--- src/rtl/rmst_min_unit.sv ---
// ----------------------------------------------------------------------------
// rmst_min_unit: shared signed minimum
// Serves both the ancestor refresh of a set and the fold of a query.
// ----------------------------------------------------------------------------
module rmst_min_unit #(
  parameter int unsigned WIDTH = 32
) (
  input  logic signed [WIDTH-1:0] a_i,
  input  logic signed [WIDTH-1:0] b_i,
  output logic signed [WIDTH-1:0] min_o
);

  // On a tie the first operand is kept.
  assign min_o = (b_i < a_i) ? b_i : a_i;

endmodule

--- config.mk ---
export PLATFORM = sky130hd
export DESIGN_NAME = rmst_min_unit
export DESIGN_NICKNAME = d
export VERILOG_FILES = /design/src/rtl/rmst_min_unit.sv
export SDC_FILE = /design/constraint.sdc
export NUM_CORES = 1
export LEC_CHECK = 0
export ABC_AREA = 1
export BUFFER_PORTS_ARGS = -buffer_cell sky130_fd_sc_hd__buf_2
export CAP_MARGIN = 20
export CORE_MARGIN = 2
export CORE_UTILIZATION = 30
export DETAILED_ROUTE_END_ITERATION = 10
export PLACE_DENSITY = 0.72
export SLEW_MARGIN = 20
export SYNTH_ARGS = -nofsm -noshare
export SYNTH_HDL_FRONTEND = slang
export SYNTH_SLANG_ARGS = --single-unit
--- constraint.sdc ---
create_clock -name vclk -period 2.1
set_input_delay 0.21 -clock vclk [all_inputs]
set_output_delay 0.21 -clock vclk [all_outputs]
set_load 0.02 [all_outputs]
==> results.json <==
{
  "cp.arrival_ns": 2.01,
  "final_cell_count_no_fill": 404,
  "crit_path_max_fanout": 10,
  "max_slew.worst_pin.slew_ns": 0.3347,
  "die_y_um": 71.52,
  "gr-usage-all-layers_pct": 17.13,
  "rsz0062_at_grt": "yes",
  "antenna_left": 0,
  "final_cell_area_um2": 2963,
  "avgSynthCellArea_um2": 5.559,
  "setup_viol": 31,
  "status": "finished, violations left",
  "hpwl_mm": 3.379,
  "num_antenna_cells": 0,
  "core-area_um2": 4384,
  "syn_nets": 341,
  "sequential_cell_total": 0,
  "fill_cells": 350,
  "max_freq_ghz": 0.4499,
  "grt_overflow": 0,
  "die_w_um": 71.52,
  "wire_per_inst_um": 14.75,
  "drt_iter0_markers": 41,
  "dp.cells": 395,
  "io_buffers": 96,
  "final.setup.tns_ns": -2.687,
  "area_delta_synth_final_pct": 116.7,
  "vias_per_cell": 5.129,
  "finalMaxSlewViolations": 0,
  "slew-limit-headroom_pct": 77.45,
  "hold_viol_final": 0,
  "failed_checks": "setup timing",
  "cts_hold_buf": 0,
  "rows": 24,
  "io_pins": 96,
  "crit_type": "primary input to primary output",
  "clock_buffers": 0,
  "yosysSeqAreaShare_pct": 0,
  "maxCapViolCount": 0,
  "syn_area_um2": 1368,
  "post-route-drc-count": 0,
  "yosys_warnings": 0,
  "synth.distinct_cells": 15,
  "grt_pass1_vias": 1695,
  "drive_gt1_share_pct": 61.08,
  "antenna_found_initial": 0,
  "syn_inst": 246,
  "holdWs_ns": 0.7288,
  "dr.pass1.iters": 4,
  "layout_setup_ws_ns": -0.1227,
  "via_count": 2072,
  "place_congestion": 0.8270,
  "p_leak_nw": 1.605,
  "min_period_ns": 2.223,
  "power.density_nw_per_um2": 397.8,
  "fin_crit_sh_pct": 105.8,
  "grt_pass1_wl_mm": 7.410,
  "critical_path_required_ns": 1.89,
  "peakVddDrop_v": 0.0002154,
  "finish.net_count": 449,
  "initial_utilization_pct": 31.19,
  "drt-total-wl_mm": 5.961,
  "dieArea_um2": 5114,
  "worstSetupEndpointType": "primary output",
  "register_area_um2": 0,
  "hp-class": "primary input to primary output",
  "grt_max_degree": 14,
  "dpl_cell_area_um2": 1942,
  "startpoint_type": "primary input"
}
==> layout make-up <==
class / count / area [um^2] / share of cell area, %
inverter: 40 / 152.6 / 5.152
timing repair buffer: 118 / 1059 / 35.73
multi-input combinational: 194 / 1687 / 56.93
tap: 52 / 65.06 / 2.196
==> synthesized netlist by cell type <==
cell	instances	area (um^2)
o21ai_0	5	25.02
nand4_1	1	6.260
nor2_1	9	33.78
buf_2	3	15.01
a21oi_2	1	8.760
nand2_2	3	18.77
nor3_1	2	10.01
nand2_1	62	232.7
a21oi_1	13	65.06
ha_1	31	387.9
buf_4	6	45.04
o21ai_1	1	5.000
nand3_1	66	330.3
inv_1	40	150.1
buf_6	3	33.78
==> per-layer routing <==
layer,vias up,track usage [%],wire length (um)
met5,-,0,0
met4,0,0,91
met3,10,0.1406,308
met2,80,33.44,3169
met1,954,22.31,2391
li1,1028,-,-
==> report_power, final <==
part,total (W),internal (W),switching [W]
Combinational,0.00118,0.000572,0.000607
Sequential,0,0,0
Clock,0,0,0
Total,0.00118,0.000572,0.000607
==> timing repair <==
action / 4_1_cts / 5_1_grt
gates cloned: 3 / 3
buffers inserted: 2 / 1
setup endpoints to repair: 31 / 32
gates resized for setup: 91 / 104
pin swaps: 9 / 31
==> cells by family (layout without fill, tap and decap cells) <==
family	Yosys count	in the layout	synth area share, %
AO/OA/AOI/OAI	20	20	7.593
adder cells (fa/ha/maj)	31	31	28.36
buffers and inverters	52	158	17.84
AND/OR/NAND/NOR	143	143	46.20
==> stage by stage <==
| stage | power (W) | setup WS, ns | utilization [%] |
|---|---|---|---|
| finish | 0.001179 | -0.1227 | 67.58 |
| floorplan | 0.0004593 | 0.2512 | - |
| detailed placement | 0.0007072 | -0.05264 | 44.29 |
| global route | 0.001263 | -0.2071 | 67.58 |
| CTS | 0.0009525 | -0.03758 | 53.51 |
| global placement | 0.0007004 | -0.02461 | 44.29 |
==> cells in the final DEF, fill, tap and decap left out <==
| master | Yosys | layout |
|---|---|---|
| buf_2 | 3 | 61 |
| nand2_1 | 62 | 42 |
| buf_6 | 3 | 38 |
| nand3_2 | 0 | 36 |
| inv_1 | 40 | 33 |
| nand3_1 | 66 | 26 |
| nand2_2 | 3 | 19 |
| ha_1 | 31 | 16 |
| ha_4 | 0 | 14 |
| nor2_1 | 9 | 7 |
| a21oi_2 | 1 | 7 |
| inv_2 | 0 | 6 |
| a21oi_1 | 13 | 6 |
| buf_8 | 0 | 6 |
| buf_4 | 6 | 5 |
| nand3_4 | 0 | 4 |
| o21ai_0 | 5 | 3 |
| o21ai_1 | 1 | 3 |
| nand2_8 | 0 | 3 |
| buf_16 | 0 | 3 |
| clkbuf_16 | 0 | 3 |
| nor2_4 | 0 | 2 |
| nor3_2 | 0 | 2 |
| buf_12 | 0 | 2 |
| inv_4 | 0 | 1 |
| a21oi_4 | 0 | 1 |
| nand4_1 | 1 | 1 |
| nand2_4 | 0 | 1 |
| ha_2 | 0 | 1 |
==> worst paths after layout <==
check / from / to / slack, ns / cells after the start
max: a_i[14] / min_o[4] / -0.12 / 16
min: a_i[21] / min_o[21] / 0.73 / 4
==> worst max-delay path, cell delays in order <==
cell and delay, ns:
buf_2 0.12, inv_2 0.07, ha_4 0.20, nand2_2 0.07, inv_2 0.04, nand3_2 0.08, buf_4 0.12, inv_1 0.04
a21oi_2 0.17, nand2_2 0.09, nand2_4 0.14, nand3_4 0.17, buf_8 0.19, nand3_1 0.09, nand2_1 0.08, buf_6 0.14
Power figures use the tool's default switching activity.
